**src/sv/rud_pkg.sv**
```systemverilog
`timescale 1ns / 1ps
`default_nettype none

package rud_pkg;

    localparam int IN_W        = 15;
    localparam int OUT_W       = 16;
    localparam int COORD_W     = 18;
    localparam int MAX_PIECES  = 3;
    localparam int QUEUE_DEPTH = 2;

    typedef logic signed [COORD_W-1:0] coord_t;
    typedef logic [1:0]                piece_cnt_t;

    typedef enum logic [3:0] {
        PIECE_A,
        PIECE_B,
        PIECE_LEFT,
        PIECE_TOP,
        PIECE_RIGHT,
        PIECE_BOTTOM,
        PIECE_REM_LEFT,
        PIECE_REM_TOP,
        PIECE_REM_RIGHT,
        PIECE_REM_BOTTOM
    } piece_kind_t;

    // both rectangles with their inclusive ends
    typedef struct packed {
        coord_t ax;
        coord_t ay;
        coord_t aw;
        coord_t ah;
        coord_t bx;
        coord_t by;
        coord_t bw;
        coord_t bh;
        coord_t ax2;
        coord_t ay2;
        coord_t bx2;
        coord_t by2;
    } rud_rects_t;

    // classified item: geometry plus the list of pieces to emit
    typedef struct packed {
        rud_rects_t                     r;
        coord_t                         ry1;
        coord_t                         rh;
        piece_kind_t [MAX_PIECES-1:0]   kinds;
        piece_cnt_t                     npieces;
    } rud_item_t;

endpackage

`default_nettype wire

```
**src/sv/rect_union_decompose_core.sv**
```systemverilog
`timescale 1ns / 1ps
`default_nettype none

// channel  handshake             payload
// -------  --------------------  ------------------------------------------------
// in       in_valid / in_ready   a_x a_y a_width a_height b_x b_y b_width b_height
// out      out_valid / out_ready out_x out_y out_width out_height last_piece
//
// each input beat yields one to three output beats, one per cycle from the
// output stage while out_ready is high
// from input beat to first output beat an item passes the ends register, the queue and the output registers
// the front keeps taking beats while the queue has room, even when out is stalled
// rst_n clears all valid flags, queue pointers and the piece index

module rect_union_decompose_core #(
    parameter int QUEUE_DEPTH = rud_pkg::QUEUE_DEPTH
) (
    input  wire logic                              clk,
    input  wire logic                              rst_n,
    input  wire logic                              in_valid,
    output logic                                   in_ready,
    input  wire logic signed [rud_pkg::IN_W-1:0]   a_x,
    input  wire logic signed [rud_pkg::IN_W-1:0]   a_y,
    input  wire logic        [rud_pkg::IN_W-1:0]   a_width,
    input  wire logic        [rud_pkg::IN_W-1:0]   a_height,
    input  wire logic signed [rud_pkg::IN_W-1:0]   b_x,
    input  wire logic signed [rud_pkg::IN_W-1:0]   b_y,
    input  wire logic        [rud_pkg::IN_W-1:0]   b_width,
    input  wire logic        [rud_pkg::IN_W-1:0]   b_height,
    output logic                                   out_valid,
    input  wire logic                              out_ready,
    output logic signed [rud_pkg::OUT_W-1:0]       out_x,
    output logic signed [rud_pkg::OUT_W-1:0]       out_y,
    output logic        [rud_pkg::OUT_W-1:0]       out_width,
    output logic        [rud_pkg::OUT_W-1:0]       out_height,
    output logic                                   last_piece
);

    logic               f_valid;
    logic               f_ready;
    rud_pkg::rud_item_t f_item;
    logic               q_valid;
    logic               q_ready;
    rud_pkg::rud_item_t q_item;

    rud_front u_front (
        .clk        (clk),
        .rst_n      (rst_n),
        .in_valid   (in_valid),
        .in_ready   (in_ready),
        .a_x        (a_x),
        .a_y        (a_y),
        .a_width    (a_width),
        .a_height   (a_height),
        .b_x        (b_x),
        .b_y        (b_y),
        .b_width    (b_width),
        .b_height   (b_height),
        .item_valid (f_valid),
        .item_ready (f_ready),
        .item       (f_item)
    );

    rud_queue #(
        .DEPTH (QUEUE_DEPTH)
    ) u_queue (
        .clk        (clk),
        .rst_n      (rst_n),
        .push_valid (f_valid),
        .push_ready (f_ready),
        .push_data  (f_item),
        .pop_valid  (q_valid),
        .pop_ready  (q_ready),
        .pop_data   (q_item)
    );

    rud_back u_back (
        .clk        (clk),
        .rst_n      (rst_n),
        .item_valid (q_valid),
        .item_ready (q_ready),
        .item       (q_item),
        .out_valid  (out_valid),
        .out_ready  (out_ready),
        .out_x      (out_x),
        .out_y      (out_y),
        .out_width  (out_width),
        .out_height (out_height),
        .last_piece (last_piece)
    );

endmodule

`default_nettype wire

```
**src/sv/rud_front.sv**
```systemverilog
`timescale 1ns / 1ps
`default_nettype none

module rud_front (
    input  wire logic                              clk,
    input  wire logic                              rst_n,
    input  wire logic                              in_valid,
    output logic                                   in_ready,
    input  wire logic signed [rud_pkg::IN_W-1:0]   a_x,
    input  wire logic signed [rud_pkg::IN_W-1:0]   a_y,
    input  wire logic        [rud_pkg::IN_W-1:0]   a_width,
    input  wire logic        [rud_pkg::IN_W-1:0]   a_height,
    input  wire logic signed [rud_pkg::IN_W-1:0]   b_x,
    input  wire logic signed [rud_pkg::IN_W-1:0]   b_y,
    input  wire logic        [rud_pkg::IN_W-1:0]   b_width,
    input  wire logic        [rud_pkg::IN_W-1:0]   b_height,
    output logic                                   item_valid,
    input  wire logic                              item_ready,
    output rud_pkg::rud_item_t                     item
);

    localparam int PAD_W = rud_pkg::COORD_W - rud_pkg::IN_W;

    logic                s1_valid_reg;
    logic                s1_valid_next;
    rud_pkg::rud_rects_t s1_reg;
    rud_pkg::rud_rects_t s1_next;
    logic                in_fire;

    logic                disjoint;
    logic                sl;
    logic                st;
    logic                sr;
    logic                sb;
    logic [2:0]          side_cnt;
    rud_pkg::piece_kind_t first_strip;
    rud_pkg::piece_kind_t last_strip;
    rud_pkg::piece_kind_t rem_kind;
    rud_pkg::coord_t     ry2;

    assign in_ready = !s1_valid_reg || item_ready;
    assign in_fire  = in_valid && in_ready;

    // stage one: sign/zero extend and form inclusive ends
    always_comb
    begin
        s1_next.ax  = rud_pkg::coord_t'(a_x);
        s1_next.ay  = rud_pkg::coord_t'(a_y);
        s1_next.aw  = $signed({{PAD_W{1'b0}}, a_width});
        s1_next.ah  = $signed({{PAD_W{1'b0}}, a_height});
        s1_next.bx  = rud_pkg::coord_t'(b_x);
        s1_next.by  = rud_pkg::coord_t'(b_y);
        s1_next.bw  = $signed({{PAD_W{1'b0}}, b_width});
        s1_next.bh  = $signed({{PAD_W{1'b0}}, b_height});
        s1_next.ax2 = s1_next.ax + s1_next.aw - rud_pkg::coord_t'(1);
        s1_next.ay2 = s1_next.ay + s1_next.ah - rud_pkg::coord_t'(1);
        s1_next.bx2 = s1_next.bx + s1_next.bw - rud_pkg::coord_t'(1);
        s1_next.by2 = s1_next.by + s1_next.bh - rud_pkg::coord_t'(1);
    end

    always_comb
    begin
        if (in_fire)
            s1_valid_next = 1'b1;
        else if (item_ready)
            s1_valid_next = 1'b0;
        else
            s1_valid_next = s1_valid_reg;
    end

    always_ff @(posedge clk or negedge rst_n)
    begin
        if (!rst_n)
            s1_valid_reg <= 1'b0;
        else
            s1_valid_reg <= s1_valid_next;
    end

    always_ff @(posedge clk)
    begin
        if (in_fire)
            s1_reg <= s1_next;
    end

    // stage two: classify and build the piece list
    assign disjoint = (s1_reg.ax > s1_reg.bx2) || (s1_reg.ax2 < s1_reg.bx) ||
                      (s1_reg.ay > s1_reg.by2) || (s1_reg.ay2 < s1_reg.by);
    assign sl = s1_reg.bx  < s1_reg.ax;
    assign st = s1_reg.by  < s1_reg.ay;
    assign sr = s1_reg.bx2 > s1_reg.ax2;
    assign sb = s1_reg.by2 > s1_reg.ay2;
    assign side_cnt = {2'b00, sl} + {2'b00, st} + {2'b00, sr} + {2'b00, sb};
    assign ry2 = (s1_reg.ay2 < s1_reg.by2) ? s1_reg.ay2 : s1_reg.by2;

    always_comb
    begin
        priority if (sl)
            first_strip = rud_pkg::PIECE_LEFT;
        else if (st)
            first_strip = rud_pkg::PIECE_TOP;
        else if (sr)
            first_strip = rud_pkg::PIECE_RIGHT;
        else
            first_strip = rud_pkg::PIECE_BOTTOM;

        priority if (sb)
            last_strip = rud_pkg::PIECE_BOTTOM;
        else if (sr)
            last_strip = rud_pkg::PIECE_RIGHT;
        else if (st)
            last_strip = rud_pkg::PIECE_TOP;
        else
            last_strip = rud_pkg::PIECE_LEFT;

        // side of A that B leaves uncovered
        priority if (!sl)
            rem_kind = rud_pkg::PIECE_REM_LEFT;
        else if (!st)
            rem_kind = rud_pkg::PIECE_REM_TOP;
        else if (!sr)
            rem_kind = rud_pkg::PIECE_REM_RIGHT;
        else
            rem_kind = rud_pkg::PIECE_REM_BOTTOM;
    end

    always_comb
    begin
        item.r   = s1_reg;
        item.ry1 = (s1_reg.ay > s1_reg.by) ? s1_reg.ay : s1_reg.by;
        item.rh  = ry2 - item.ry1 + rud_pkg::coord_t'(1);
        item.kinds[0] = rud_pkg::PIECE_A;
        item.kinds[1] = first_strip;
        item.kinds[2] = last_strip;
        item.npieces  = 2'd1;
        if (disjoint)
        begin
            item.kinds[0] = rud_pkg::PIECE_B;
            item.kinds[1] = rud_pkg::PIECE_A;
            item.npieces  = 2'd2;
        end
        else
        begin
            unique case (side_cnt)
                3'd0:
                    item.npieces = 2'd1;
                3'd1:
                    item.npieces = 2'd2;
                3'd2:
                    item.npieces = 2'd3;
                3'd3:
                begin
                    item.kinds[0] = rud_pkg::PIECE_B;
                    item.kinds[1] = rem_kind;
                    item.npieces  = 2'd2;
                end
                default:
                begin
                    item.kinds[0] = rud_pkg::PIECE_B;
                    item.npieces  = 2'd1;
                end
            endcase
        end
    end

    assign item_valid = s1_valid_reg;

    a_npieces_nonzero: assert property (@(posedge clk) disable iff (!rst_n)
        s1_valid_reg |-> (item.npieces != 2'd0))
        else $error("classified item with no pieces");

endmodule

`default_nettype wire

```
**src/sv/rud_queue.sv**
```systemverilog
`timescale 1ns / 1ps
`default_nettype none

module rud_queue #(
    parameter int DEPTH = rud_pkg::QUEUE_DEPTH
) (
    input  wire logic               clk,
    input  wire logic               rst_n,
    input  wire logic               push_valid,
    output logic                    push_ready,
    input  wire rud_pkg::rud_item_t push_data,
    output logic                    pop_valid,
    input  wire logic               pop_ready,
    output rud_pkg::rud_item_t      pop_data
);

    localparam int PTR_W = (DEPTH > 1) ? $clog2(DEPTH) : 1;
    localparam int CNT_W = $clog2(DEPTH + 1);
    localparam logic [PTR_W-1:0] LAST_PTR = PTR_W'(DEPTH - 1);
    localparam logic [CNT_W-1:0] FULL_CNT = CNT_W'(DEPTH);

    rud_pkg::rud_item_t mem_reg [DEPTH];
    logic [PTR_W-1:0]   wr_ptr_reg;
    logic [PTR_W-1:0]   wr_ptr_next;
    logic [PTR_W-1:0]   rd_ptr_reg;
    logic [PTR_W-1:0]   rd_ptr_next;
    logic [CNT_W-1:0]   count_reg;
    logic [CNT_W-1:0]   count_next;
    logic               push;
    logic               pop;

    assign push_ready = (count_reg != FULL_CNT);
    assign pop_valid  = (count_reg != '0);
    assign push       = push_valid && push_ready;
    assign pop        = pop_valid && pop_ready;
    assign pop_data   = mem_reg[rd_ptr_reg];

    always_comb
    begin
        wr_ptr_next = wr_ptr_reg;
        rd_ptr_next = rd_ptr_reg;
        count_next  = count_reg;
        if (push)
            wr_ptr_next = (wr_ptr_reg == LAST_PTR) ? '0 : wr_ptr_reg + PTR_W'(1);
        if (pop)
            rd_ptr_next = (rd_ptr_reg == LAST_PTR) ? '0 : rd_ptr_reg + PTR_W'(1);
        if (push && !pop)
            count_next = count_reg + CNT_W'(1);
        else if (pop && !push)
            count_next = count_reg - CNT_W'(1);
    end

    always_ff @(posedge clk or negedge rst_n)
    begin
        if (!rst_n)
        begin
            wr_ptr_reg <= '0;
            rd_ptr_reg <= '0;
            count_reg  <= '0;
        end
        else
        begin
            wr_ptr_reg <= wr_ptr_next;
            rd_ptr_reg <= rd_ptr_next;
            count_reg  <= count_next;
        end
    end

    always_ff @(posedge clk)
    begin
        if (push)
            mem_reg[wr_ptr_reg] <= push_data;
    end

    a_count_bound: assert property (@(posedge clk) disable iff (!rst_n)
        count_reg <= FULL_CNT)
        else $error("queue count beyond depth");

    a_ptr_gap: assert property (@(posedge clk) disable iff (!rst_n)
        (count_reg == '0) |-> (rd_ptr_reg == wr_ptr_reg))
        else $error("empty queue with pointers apart");

endmodule

`default_nettype wire

```
**src/sv/rud_back.sv**
```systemverilog
`timescale 1ns / 1ps
`default_nettype none

module rud_back (
    input  wire logic                              clk,
    input  wire logic                              rst_n,
    input  wire logic                              item_valid,
    output logic                                   item_ready,
    input  wire rud_pkg::rud_item_t                item,
    output logic                                   out_valid,
    input  wire logic                              out_ready,
    output logic signed [rud_pkg::OUT_W-1:0]       out_x,
    output logic signed [rud_pkg::OUT_W-1:0]       out_y,
    output logic        [rud_pkg::OUT_W-1:0]       out_width,
    output logic        [rud_pkg::OUT_W-1:0]       out_height,
    output logic                                   last_piece
);

    logic                       out_valid_reg;
    logic                       out_valid_next;
    logic [1:0]                 idx_reg;
    logic [1:0]                 idx_next;
    logic                       load;
    logic                       is_last;
    rud_pkg::piece_kind_t       kind;
    rud_pkg::coord_t            px;
    rud_pkg::coord_t            py;
    rud_pkg::coord_t            pw;
    rud_pkg::coord_t            ph;
    logic signed [rud_pkg::OUT_W-1:0] x_reg;
    logic signed [rud_pkg::OUT_W-1:0] y_reg;
    logic        [rud_pkg::OUT_W-1:0] w_reg;
    logic        [rud_pkg::OUT_W-1:0] h_reg;
    logic                       last_reg;

    assign load       = item_valid && (!out_valid_reg || out_ready);
    assign is_last    = (idx_reg == (item.npieces - 2'd1));
    assign item_ready = load && is_last;
    assign kind       = item.kinds[idx_reg];

    // at most one add or subtract per field for the selected piece
    always_comb
    begin
        px = item.r.ax;
        py = item.r.ay;
        pw = item.r.aw;
        ph = item.r.ah;
        unique case (kind)
            rud_pkg::PIECE_A:
            begin
                px = item.r.ax;
                py = item.r.ay;
                pw = item.r.aw;
                ph = item.r.ah;
            end
            rud_pkg::PIECE_B:
            begin
                px = item.r.bx;
                py = item.r.by;
                pw = item.r.bw;
                ph = item.r.bh;
            end
            rud_pkg::PIECE_LEFT:
            begin
                px = item.r.bx;
                py = item.ry1;
                pw = item.r.ax - item.r.bx;
                ph = item.rh;
            end
            rud_pkg::PIECE_TOP:
            begin
                px = item.r.bx;
                py = item.r.by;
                pw = item.r.bw;
                ph = item.r.ay - item.r.by;
            end
            rud_pkg::PIECE_RIGHT:
            begin
                px = item.r.ax2 + rud_pkg::coord_t'(1);
                py = item.ry1;
                pw = item.r.bx2 - item.r.ax2;
                ph = item.rh;
            end
            rud_pkg::PIECE_BOTTOM:
            begin
                px = item.r.bx;
                py = item.r.ay2 + rud_pkg::coord_t'(1);
                pw = item.r.bw;
                ph = item.r.by2 - item.r.ay2;
            end
            rud_pkg::PIECE_REM_LEFT:
            begin
                px = item.r.ax;
                py = item.r.ay;
                pw = item.r.bx - item.r.ax;
                ph = item.r.ah;
            end
            rud_pkg::PIECE_REM_TOP:
            begin
                px = item.r.ax;
                py = item.r.ay;
                pw = item.r.aw;
                ph = item.r.by - item.r.ay;
            end
            rud_pkg::PIECE_REM_RIGHT:
            begin
                px = item.r.bx2 + rud_pkg::coord_t'(1);
                py = item.r.ay;
                pw = item.r.ax2 - item.r.bx2;
                ph = item.r.ah;
            end
            rud_pkg::PIECE_REM_BOTTOM:
            begin
                px = item.r.ax;
                py = item.r.by2 + rud_pkg::coord_t'(1);
                pw = item.r.aw;
                ph = item.r.ay2 - item.r.by2;
            end
            default:
            begin
                px = item.r.ax;
                py = item.r.ay;
                pw = item.r.aw;
                ph = item.r.ah;
            end
        endcase
    end

    always_comb
    begin
        idx_next       = idx_reg;
        out_valid_next = out_valid_reg;
        if (load)
        begin
            idx_next       = is_last ? 2'd0 : idx_reg + 2'd1;
            out_valid_next = 1'b1;
        end
        else if (out_ready)
            out_valid_next = 1'b0;
    end

    always_ff @(posedge clk or negedge rst_n)
    begin
        if (!rst_n)
        begin
            out_valid_reg <= 1'b0;
            idx_reg       <= 2'd0;
        end
        else
        begin
            out_valid_reg <= out_valid_next;
            idx_reg       <= idx_next;
        end
    end

    always_ff @(posedge clk)
    begin
        if (load)
        begin
            x_reg    <= px[rud_pkg::OUT_W-1:0];
            y_reg    <= py[rud_pkg::OUT_W-1:0];
            w_reg    <= pw[rud_pkg::OUT_W-1:0];
            h_reg    <= ph[rud_pkg::OUT_W-1:0];
            last_reg <= is_last;
        end
    end

    assign out_valid  = out_valid_reg;
    assign out_x      = x_reg;
    assign out_y      = y_reg;
    assign out_width  = w_reg;
    assign out_height = h_reg;
    assign last_piece = last_reg;

    a_idx_in_range: assert property (@(posedge clk) disable iff (!rst_n)
        item_valid |-> (idx_reg < item.npieces))
        else $error("piece index past the item's piece count");

    a_idx_idle_zero: assert property (@(posedge clk) disable iff (!rst_n)
        !item_valid |-> (idx_reg == 2'd0))
        else $error("piece index left mid-item with no item at head");

endmodule

`default_nettype wire

```
**config.mk**
```make
export PLATFORM = sky130hd
export DESIGN_NAME = rect_union_decompose_core
export DESIGN_NICKNAME = d
export VERILOG_FILES = /design/src/sv/rud_pkg.sv /design/src/sv/rect_union_decompose_core.sv /design/src/sv/rud_front.sv /design/src/sv/rud_queue.sv /design/src/sv/rud_back.sv
export SDC_FILE = /design/constraint.sdc
export NUM_CORES = 1
export LEC_CHECK = 0
export BUFFER_PORTS_ARGS = -buffer_cell sky130_fd_sc_hd__buf_2
export CORE_UTILIZATION = 58
export CTS_BUF_LIST = sky130_fd_sc_hd__clkbuf_8
export DETAILED_ROUTE_END_ITERATION = 8
export PLACE_DENSITY = 0.79
export SYNTH_ARGS = -nofsm -noshare
export SYNTH_HDL_FRONTEND = slang
export SYNTH_SLANG_ARGS = --single-unit
```
**constraint.sdc**
```tcl
create_clock -name clk -period 11.6 [get_ports clk]
set_clock_uncertainty 0.2 [all_clocks]
set_input_delay 3.48 -clock clk [delete_from_list [all_inputs] [get_ports clk]]
set_output_delay 3.48 -clock clk [all_outputs]
set_load 0.01 [all_outputs]
```
Word-level counts from Yosys, hierarchy flattened
Memory sizes are Yosys's and may differ from the RTL's.
Index checks and enable logic that the tools add are counted.

storage, ports and cells
  flip-flop bits (word level) = 265
  latch bits = 0
  memory bits (writable) = 508
  ROM bits = 0
  input bits = 124
  word-level logic and storage cells = 139
  memories = 1

memories
  name             words  width  rd ports  clocked after memory_dff  wr ports  line             RTL
  u_queue.mem_reg  2      254    1         0                         1         rud_queue.sv:22  rud_pkg::rud_item_t mem_reg [DEPTH];

cells by class
  $add $sub $neg = 31
  $mul = 0
  div/mod/pow operators = 0
  $lt $le $gt $ge = 11
  eq/ne operators = 14
  shifts and indexed selects = 0
  multiplexer cells = 32
  bitwise logic cells = 0
  reduce and logical (&&, ||, !) cells = 27

operators with widths
  operator                 number
  $sub A16 B16 Y16         8
  $pmux W16 S6             1
  $pmux W16 S5             1
  $sub A18 B2 Y18 const B  4
  $add A15 B16 Y17         4
  $add A16 B2 Y16 const B  4
  $pmux W16 S4             1
  $pmux W16 S3             1
  $gt A15 B18 Y1           2
  $gt A18 B18 Y1           2
  $lt A18 B15 Y1           2
  $mux W18                 2
  $mux W4                  8
  $lt A15 B15 Y1           2
  $add A18 B2 Y18 const B  1
  $lt A18 B18 Y1           1
  $sub A18 B18 Y18         1
  $eq A4 B3 Y1 const B     4
  $gt A15 B15 Y1           1
  $mux W1                  12
  $mux W10                 1
  $bmux W4 S2              1
  $eq A4 B2 Y1 const B     2
  $eq A4 B4 Y1 const B     2
  21 further kinds         47

Longest topological paths before layout
Gate-level depths: netlist (run 1).

  depth in word-level cells = 8
  gate-level depth with buffers = 25
  mapped depth without buffers = 23

Modules after synthesis
From an unflattened synthesis (run 1), not the netlist that was laid out.

second synthesis, totals
  cells, all modules = 3,696
  area, all modules = 46,299.4 µm²

by module, submodules not included
  module     instances  cells each  area each (µm²)  sequential area each (µm²)
  rud_queue  1          846         20,347.0         16,075.4
  rud_front  1          1,506       15,219.6         5,790.6
  rud_back   1          1,344       10,732.8         2,026.9

Least setup slack after synthesis (run 1)
OpenSTA, ideal clock, no wires.

  path type = flip-flop to flip-flop
  start point = reg u_queue.count_reg[0]
  end point = mem u_queue.mem_reg[0][0] in the netlist's numbering, enable pin
  setup time = 814 ps
  arrival time = 9,942 ps
  slack = 644 ps
  stages on the path, launching flop included = 4
  path buffers = 0
  cell sequence = dfrtp_1 -> nand2b_1 -> nand2_1 -> nor2_1

on the way
  cells in the longest elaborated chain, start to end = 4

RTL lines
  item                           line             RTL
  start: declaration             rud_queue.sv:27  logic [CNT_W-1:0] count_reg;
  start signal: assignment       rud_queue.sv:65  count_reg <= count_next;
  $ne A2 B2 Y1                   rud_queue.sv:32  assign push_ready = (count_reg != FULL_CNT);
  $logic_and A1 B1 Y1            rud_queue.sv:34  assign push = push_valid && push_ready;
  $mux W1                        rud_queue.sv:71  if (push)
  $mux W1 (implied by the code)  rud_queue.sv:72  mem_reg[wr_ptr_reg] <= push_data;
  end: declaration               rud_queue.sv:22

No other way between the ends.

==> results of run 1 <==
[through the flow]
| stage | utilization | hold slack (ns) | instance area [um^2] |
|---|---|---|---|
| floorplan | - | 0.221 | 41200 |
| global placement | 0.615 | 0.222 | 43100 |
| detailed placement | 0.615 | 0.230 | 43100 |
| CTS | 0.643 | 0.240 | 45100 |
| global route | 0.643 | 0.247 | 45100 |
| finish | 0.643 | 0.239 | 45100 |
[cells by family after synthesis]
kind of cell / share of synthesized area
AND/OR/NAND/NOR: 0.0747
XOR/XNOR: 0.0404
adder cells (fa/ha/maj): 0.116
AO/OA/AOI/OAI: 0.145
multiplexers: 0.0610
buffers and inverters: 0.0435
flip-flops: 0.520
[routing by layer]
layer | wire length [um] | vias up | GRT usage
met1 | 46200 | 14081 | 0.435
met3 | 12600 | 165 | 0.0709
met5 | 11 | - | 0
met4 | 2910 | 2 | 0.0951
li1 | - | 13510 | -
met2 | 44100 | 1441 | 0.417
[synth_stat cells (23+ instances only)]
library cell / n / share of area
sky130_fd_sc_hd__edfxtp_1: 707 / 0.52
sky130_fd_sc_hd__ha_1: 359 / 0.11
sky130_fd_sc_hd__inv_1: 349 / 0.032
sky130_fd_sc_hd__a21oi_1: 211 / 0.026
sky130_fd_sc_hd__mux2i_1: 195 / 0.047
sky130_fd_sc_hd__nor2_1: 153 / 0.014
sky130_fd_sc_hd__nand2_1: 148 / 0.013
sky130_fd_sc_hd__o21ai_0: 147 / 0.018
sky130_fd_sc_hd__xnor2_1: 124 / 0.026
sky130_fd_sc_hd__a21o_1: 117 / 0.021
sky130_fd_sc_hd__nor3_1: 68 / 0.0083
sky130_fd_sc_hd__xor2_1: 66 / 0.014
sky130_fd_sc_hd__o22ai_1: 59 / 0.0090
sky130_fd_sc_hd__clkbuf_1: 58 / 0.0053
sky130_fd_sc_hd__nand3_1: 58 / 0.0070
sky130_fd_sc_hd__mux2_2: 44 / 0.012
sky130_fd_sc_hd__nand4_1: 34 / 0.0052
sky130_fd_sc_hd__nor2b_1: 32 / 0.0049
sky130_fd_sc_hd__o221ai_1: 31 / 0.0066
sky130_fd_sc_hd__buf_2: 29 / 0.0035
sky130_fd_sc_hd__nand2b_1: 29 / 0.0044
sky130_fd_sc_hd__o21bai_1: 27 / 0.0049
sky130_fd_sc_hd__o211ai_1: 25 / 0.0046
sky130_fd_sc_hd__a31oi_1: 23 / 0.0035
[path summary, 6_finish.rpt]
path	from	end	slack [ns]
setup / recovery	b_y[0]	u_front.item[65]	5.18
hold / removal	u_front.item[212]	u_queue.mem_reg[0][203]	0.24
setup reg to reg	u_front.item[63]	u_queue.mem_reg[0][29]	5.48
hold reg to reg	u_front.item[212]	u_queue.mem_reg[0][203]	0.24
max in group asynchronous	rst_n	u_queue.rd_ptr_reg	8.61
min in group asynchronous	rst_n	u_queue.count_reg[1]	2.40
[critical path, delay by kind of cell]
kind	cells	cell delay [ns]
AO/OA/AOI/OAI	3	0.90
XOR/XNOR	2	0.34
adder cells (fa/ha/maj)	2	0.65
buffers and inverters	1	0.10
AND/OR/NAND/NOR	4	1.17
[layout make-up]
cell class | instances | area, um^2 | share of cell area
diodes | 5 | 12.5 | 0.000277
clock buffers | 113 | 1560 | 0.0345
clock inverters | 82 | 464 | 0.0103
inverters | 349 | 1310 | 0.0290
multi-input cells | 2309 | 18000 | 0.400
flip-flops and latches | 715 | 21400 | 0.475
well taps | 940 | 1180 | 0.0261
repair buffers | 213 | 1150 | 0.0254
[power groups by stage]
stage / clock network (mW) / registers [mW] / logic [mW]
after floorplan: 0 / 4.56 / 5.05
after global placement: 0 / 4.44 / 7.14
after detailed placement: 0 / 4.50 / 7.22
after CTS: 1.99 / 4.45 / 7.26
after global routing: 2.10 / 4.52 / 8.07
final: 1.96 / 4.46 / 7.44
==> run summary, run 1 <==
The number of cells on the worst hold path came out at 0. TritonCTS built the clock tree. The CTS sink count is 715. The number of endpoints failing setup at the final stage came out at 0. The site row count is 97. The number of routed nets with antenna violations came out at 0. Power comes to 13.9 mW. The switching power as a share of total power is 0.446. The highest attainable clock frequency came out at 156 MHz. The top cell types in the final layout, fill and taps aside, are sky130_fd_sc_hd__edfxtp_1, sky130_fd_sc_hd__inv_1, sky130_fd_sc_hd__ha_1. The boundary pin count is 191.

The detail-routed via count per cell came out at 6.18. Data on the critical path arrives at its endpoint at 6.65 ns. The power per unit of standard cell area came out at 307 nW/um^2.

The tree is rooted in a sky130_fd_sc_hd__clkbuf_8. The number of hold buffers added after cts is 0. The first global-routing pass estimated 158 mm of wire. The via count came out at 29199. The final critical-path setup slack came out at 5.18 ns. The internal power of the cells totals 7.68 mW. In the synthesized netlist the dominant register cell turns out to be sky130_fd_sc_hd__edfxtp_1.

The number of gates resized after CTS came out at 0. The post-route clock period utilization is 0.553. The final layout contains routed wiring with a total length of 106 mm. The library cell used most frequently in the layout, excluding fill and tap cells, is sky130_fd_sc_hd__edfxtp_1. Before CTS, the worst setup slack after placement is 4.53 ns. The worst hold path belongs to the class reg -> reg. The total instance count after detailed placement came out at 4526.

The final number of max-transition violations is 0. The area of the core is 70100 um^2. The largest net degree at the start of global routing came out at 152. In this run the tool buffered the top-level ports with 190 buffer cells. The remaining max-slew budget at the tightest pin came out at 0.152. The signal on the critical path passes through buf_2, ha_1, fa_1, a21oi_1, o21ai_0, a2111oi_0, nor3_1, xor2_1, or2_1, or4_1, nand2b_1, xnor2_1. Clock tree synthesis inserted a total of 111 buffers. The total negative setup slack came out at 0 ns. The async set-or-reset flop fraction in the synthesized netlist is 0.0112. The total net switching power is 6.18 mW.

The area growth from synthesis to layout is 9.54%. Counting flops and latches in the post-synthesis netlist gives 715. Synthesis produced a netlist whose cell count is 3476. The starting density of the core is 0.587. The startpoint type of the worst setup path is a primary input. The remaining routing DRC violations came out at 0. The clock insertion delay at the later pin of the skew report came out at 0.75 ns. Fill cells in the final layout number 5381.

When the netlist entered floorplanning its net count stood at 3973. The final net count came out at 4196. The register with the most flip-flops in the layout has 450 of them. The worst voltage drop across the vdd grid is 0.234 mV. The path depth of the worst reg2reg path came out at 22. The number of global-route vias before repair came out at 27443. The average wire per standard cell is 22.4 um. By startpoint and endpoint, the worst setup path is classified as in -> reg.

The average cell area after synthesis came out at 11.9 um^2. The number of buffers between clock root and the deepest sink is 3. Clock-pin slew was measured on the worst setup and hold paths at 0.06 ns. The die is 269 um wide. The number of max-cap violations came out at 0. The flow ran to the end, and the final reports show no timing, DRC or antenna violations. The worst setup path is captured at a flip-flop. The power share of the clock group came out at 0.142. The total overflow left after global routing is 0. The clock tree synthesis step divided the H-tree into 3 levels. In this run the worst path has a maximum fanout of 4.

The total routing resource utilization after global routing came out at 0.292. The length of the first detailed-routing pass in iterations is 5. The area of the mapped netlist came out at 41200 um^2. The data required time of the worst path came out at 11.83 ns.

Setup repair after global routing left no endpoint under its margin. The number of distinct standard cells referenced by the synthesized netlist is 95. The number of hold violations in the final report came out at 0.

During synthesis, Yosys emitted a total of 0 warnings. Of the total power, combinational logic draws 0.537. The share of layout cells above drive strength 1 came out at 0.121.

The leakage power total came out at 18.7 nW. The pin slew with the least headroom to its limit is 1.26 ns. The final weighted congestion in routability-driven placement came out at 0.967. The post-layout minimum cycle time is 6.42 ns. The longest individual stage delay on the worst path came out at 0.56 ns.

The critical-path cell with the highest stage delay is sky130_fd_sc_hd__or4_1. The initial antenna violation count is 6. The half-perimeter wire length after placement came out at 79.1 mm. The sequential group share of total power came out at 0.322. The post-layout instance count excluding filler cells came out at 4726. The share of the yosys chip area belonging to registers came out at 0.520. The overall die area is 72100 um^2. The die span in y is 269 um. Post-CTS timing repair inserted 0 buffers for setup.

The count of flip-flops with a built-in enable after synthesis came out at 707. The number of violations reported at the end of detailed-routing iteration 0 is 3279.
Note: power is estimated with default switching activity, not from simulation.
==> run 2, diff against run 1 <==
ABC_AREA = 1   (was not set)
clock period = 5.4 ns   (was 11.6 ns; I/O delays follow)
==> run 2 against run 1 <==
Non-clock buffer count is 58 higher; via count is 19% higher; synthesized cell count is 30% higher; sequential share of layout area is 2.2 points lower; wire length is 27% higher; worst hold slack better by 0.0044 ns; cell area is 4.8% higher; highest routed layer unchanged.
==> run summary, run 2 <==
sky130_fd_sc_hd__edfxtp_1 takes more of the synthesized area than any other cell. The count of buffers inserted at the top-level ports is 190 (unchanged). The clock insertion delay at the later pin of the skew report is 0.75 ns (about the same). The post-CTS repair timing setup buffer count is 0 (unchanged).

The die boundary width was 273 um (+1.8%). The largest net degree at the start of global routing is 157 (+3.3%). The post-layout instance count excluding filler cells is 5825 (+23%). The path with the worst hold slack has its endpoint at u_queue.mem_reg[1][140]. The final number of max-transition violations came to 0 (unchanged).

The startpoint type of the worst setup path is a flip-flop. The number of buffers created by CTS was 112 (+0.90%). The path depth of the worst reg2reg path is 20 (-9.1%).

The number of hold buffers added after cts came out at 0 (unchanged). The average cell area after synthesis came out at 9.47 um^2 (-20%). The via count is 34628 (+19%). The commonest cells after synthesis are sky130_fd_sc_hd__nand2_1, sky130_fd_sc_hd__edfxtp_1, sky130_fd_sc_hd__inv_1, sky130_fd_sc_hd__ha_1, sky130_fd_sc_hd__o21ai_0. The die span in y is 273 um (+1.8%). The area growth from synthesis to layout is 10.7%. The met2 usage in global routing is 0.511 (+0.0941). The starting density of the core is 0.586 (-0.00190). The total negative setup slack is 0 ns (unchanged).

The number of warnings issued by yosys came out at 0 (unchanged). The pin slew with the least headroom to its limit is 1.24 ns (-0.0210 ns). The longest individual stage delay on the worst path is 0.56 ns (about the same). The worst hold path belongs to the class reg -> reg. In the synthesized netlist the dominant register cell turns out to be sky130_fd_sc_hd__edfxtp_1. The post-CTS clock slew at the launch and capture registers of the worst setup and hold paths is 0.07 ns (about the same). The area of the core came out at 73000 um^2 (+4.0%).

The worst register-to-register path begins at u_front.item[244]. The remaining routing DRC violations is 0 (unchanged). The number of gates resized after CTS is 0 (unchanged).

In this run the most used layer during global routing was met1. The remaining max-slew budget at the tightest pin was 0.162 (+0.00984). The post-route standard cell area excluding fillers came out at 47300 um^2 (+4.8%).

The worst hold path begins at u_front.item[143]. The detail-routed via count per cell is 5.94 (-3.8%). The number of violations reported at the end of detailed-routing iteration 0 is 4859 (+48%). The final net count came out at 5276 (+26%). The slowest stage of the critical path is the sky130_fd_sc_hd__edfxtp_1 cell.

The run finished with clean final reports. The share of the yosys chip area belonging to registers is 0.502 (-0.0184). The number of buffers between clock root and the deepest sink is 3 (unchanged). The met3 track demand over resource is 0.0822 (+0.0113). The arrival time of the worst setup path is 5.32 ns (-1.33 ns).

By area the synthesized netlist is led by sky130_fd_sc_hd__edfxtp_1, sky130_fd_sc_hd__ha_1, sky130_fd_sc_hd__nand2_1, sky130_fd_sc_hd__inv_1, sky130_fd_sc_hd__o21ai_0. The portion of synthesized cell area occupied by the leading cell type is 0.497 (-0.0182). The half-perimeter wire length after placement is 106 mm (+33%). The number of routed nets with antenna violations came to 0 (unchanged). The area of the mapped netlist came out at 42700 um^2 (+3.7%).

The residual overflow from global routing was 0 (unchanged). The number of fillers in the final layout came to 5809 (+8.0%). The number of hold violations in the final report is 0 (unchanged). The async set-or-reset flop fraction in the synthesized netlist is 0.0112 (unchanged). The overall die area came out at 74700 um^2 (+3.6%). The synthesized netlist net count came out at 5007 (+26%). STA classifies the critical path endpoint as a flip-flop. By instance count, the cell type seen most on the critical path is sky130_fd_sc_hd__nand2_1. The number of endpoints failing setup at the final stage is 0 (unchanged).

The boundary pin count came out at 191 (unchanged). The utilization of the core after routing is 0.648 (+0.00479). The data required time of the worst path is 5.72 ns (-6.11 ns). The final weighted congestion in routability-driven placement is 1.03 (+7.0%).

Of the available clock period, the critical path in the final layout requires 0.926. The clock tree root buffer cell is sky130_fd_sc_hd__clkbuf_8. The depth of the CTS H-tree came to 3 (unchanged). The endpoint identified for the worst register-to-register timing path is u_queue.mem_reg[0][27]. The detailed-route wire length is 134 mm (+27%). The total routing resource utilization after global routing was 0.355 (+0.0635).

The routing usage on met1 is 0.534 (+0.0995). The number of instances in the synthesized netlist came out at 4510 (+30%). The flip-flop count of the largest register after layout came out at 450 (unchanged). The critical path class is reg -> reg.

In the layout the commonest cells are sky130_fd_sc_hd__nand2_1, sky130_fd_sc_hd__edfxtp_1, sky130_fd_sc_hd__inv_1. The count of flip-flops with a built-in enable after synthesis came out at 707 (unchanged). The initial antenna violation count came out at 3 (-3).

The number of distinct standard cells referenced by the synthesized netlist is 58 (-39%). The global-route wire length before repair came to 196 mm (+24%). The share of layout cells above drive strength 1 is 0.130 (+0.00904). The post-layout minimum cycle time came out at 5.00 ns.

The highest attainable clock frequency came out at 200 MHz. The number of global-route vias before repair is 31901 (+16%). The clock tree from TritonCTS is built. The library cell used most frequently in the layout, excluding fill and tap cells, is sky130_fd_sc_hd__nand2_1.

The total instance count after detailed placement came out at 5624 (+24%). The register-to-register setup slack came out at 0.40 ns (-5.08 ns). The instance area at placement came out at 45100 um^2 (+4.7%). The count of state elements after synthesis came out at 715 (unchanged).

The CTS sink count is 715 (unchanged). The cell with the most instances after synthesis is sky130_fd_sc_hd__nand2_1. The length of the first detailed-routing pass in iterations came out at 6 (+1). Setup repair after global routing left no endpoint under its margin. The top fanout value on the critical path came out at 18 (+14). The average wire per standard cell is 23.1 um (+3.1%). The number of max-cap violations came out at 0 (unchanged). The number of cells on the worst hold path is 0 (unchanged).

The site row count is 99 (+2.1%). The critical path goes through inv_1, ha_1, a21oi_1, o21ai_0, nor2_1, nand2_1, nand2_1, nand2_1, buf_4, o21ai_0, ha_1, ha_1, nand2_1, o21a_1, o21ai_0, nand2_1, nand2_1, a21oi_1, o21ai_0, xor2_1.
-- run 2: cell type report --
type | count | area, um^2 | share of cell area
diodes | 1 | 2.50 | 0.0000529
clock buffers | 114 | 1570 | 0.0332
clock inverters | 86 | 593 | 0.0125
inverters | 579 | 2180 | 0.0461
multi-input cells | 3100 | 18600 | 0.394
flip-flops and latches | 715 | 21400 | 0.453
well taps | 959 | 1200 | 0.0254
repair buffers | 271 | 1670 | 0.0353
-- run 2: worst max path at each step --
stage / from / endpoint / slack, ns / depth (start not counted)
CTS: u_front.item[57] / u_queue.mem_reg[0][27] / 0.38 / 24
finish: u_front.item[244] / u_queue.mem_reg[0][27] / 0.40 / 20
detailed placement: u_front.item[63] / u_queue.mem_reg[0][27] / 0.46 / 24
global route: u_front.item[244] / u_queue.mem_reg[0][26] / 0.02 / 24
global placement: u_front.item[59] / u_queue.mem_reg[0][27] / 0.61 / 23
floorplan: u_queue.count_reg[1] / u_queue.mem_reg[1][0] / -1.76 / 3
-- run 2: logic make-up (layout without fill, tap and decap cells) --
kind of cell	after synthesis	in the layout	synth area share
compound gates	863	863	0.114
xor+xnor	166	166	0.0340
fa+ha+maj	373	373	0.112
buf+inv	695	1050	0.0624
flops	715	715	0.502
mux	5	5	0.00117
other cells	0	1	0
simple gates	1693	1693	0.175
-- run 2: layer usage --
metal	vias up	part of all wire	routed length, um
li1	16004	-	-
met1	16488	0.43	57100
met2	1945	0.42	56900
met3	189	0.13	17100
met4	2	0.024	3240
met5	-	0.000097	13
-- run 2: through the flow --
step	hold slack (ns)	setup slack [ns]
after floorplan	0.221	-1.76
after global placement	0.223	0.606
after detailed placement	0.234	0.465
after CTS	0.246	0.382
after global routing	0.254	0.0249
final	0.244	0.402
-- run 2: critical path, delay by kind of cell, from the launching register on --
family | cells | cell delay [ns]
buffers and inverters | 2 | 0.45
adders and majority gates | 3 | 1.05
xor gates and xnor gates | 1 | 0.27
and+or+nand+nor | 7 | 0.86
DFF | 1 | 0.56
AOI/OAI and AO/OA | 7 | 1.42
Power of run 2 is left out: the tool's default activity adds up to more than one toggle a clock period on the data nets, which glitch-free logic cannot reach.
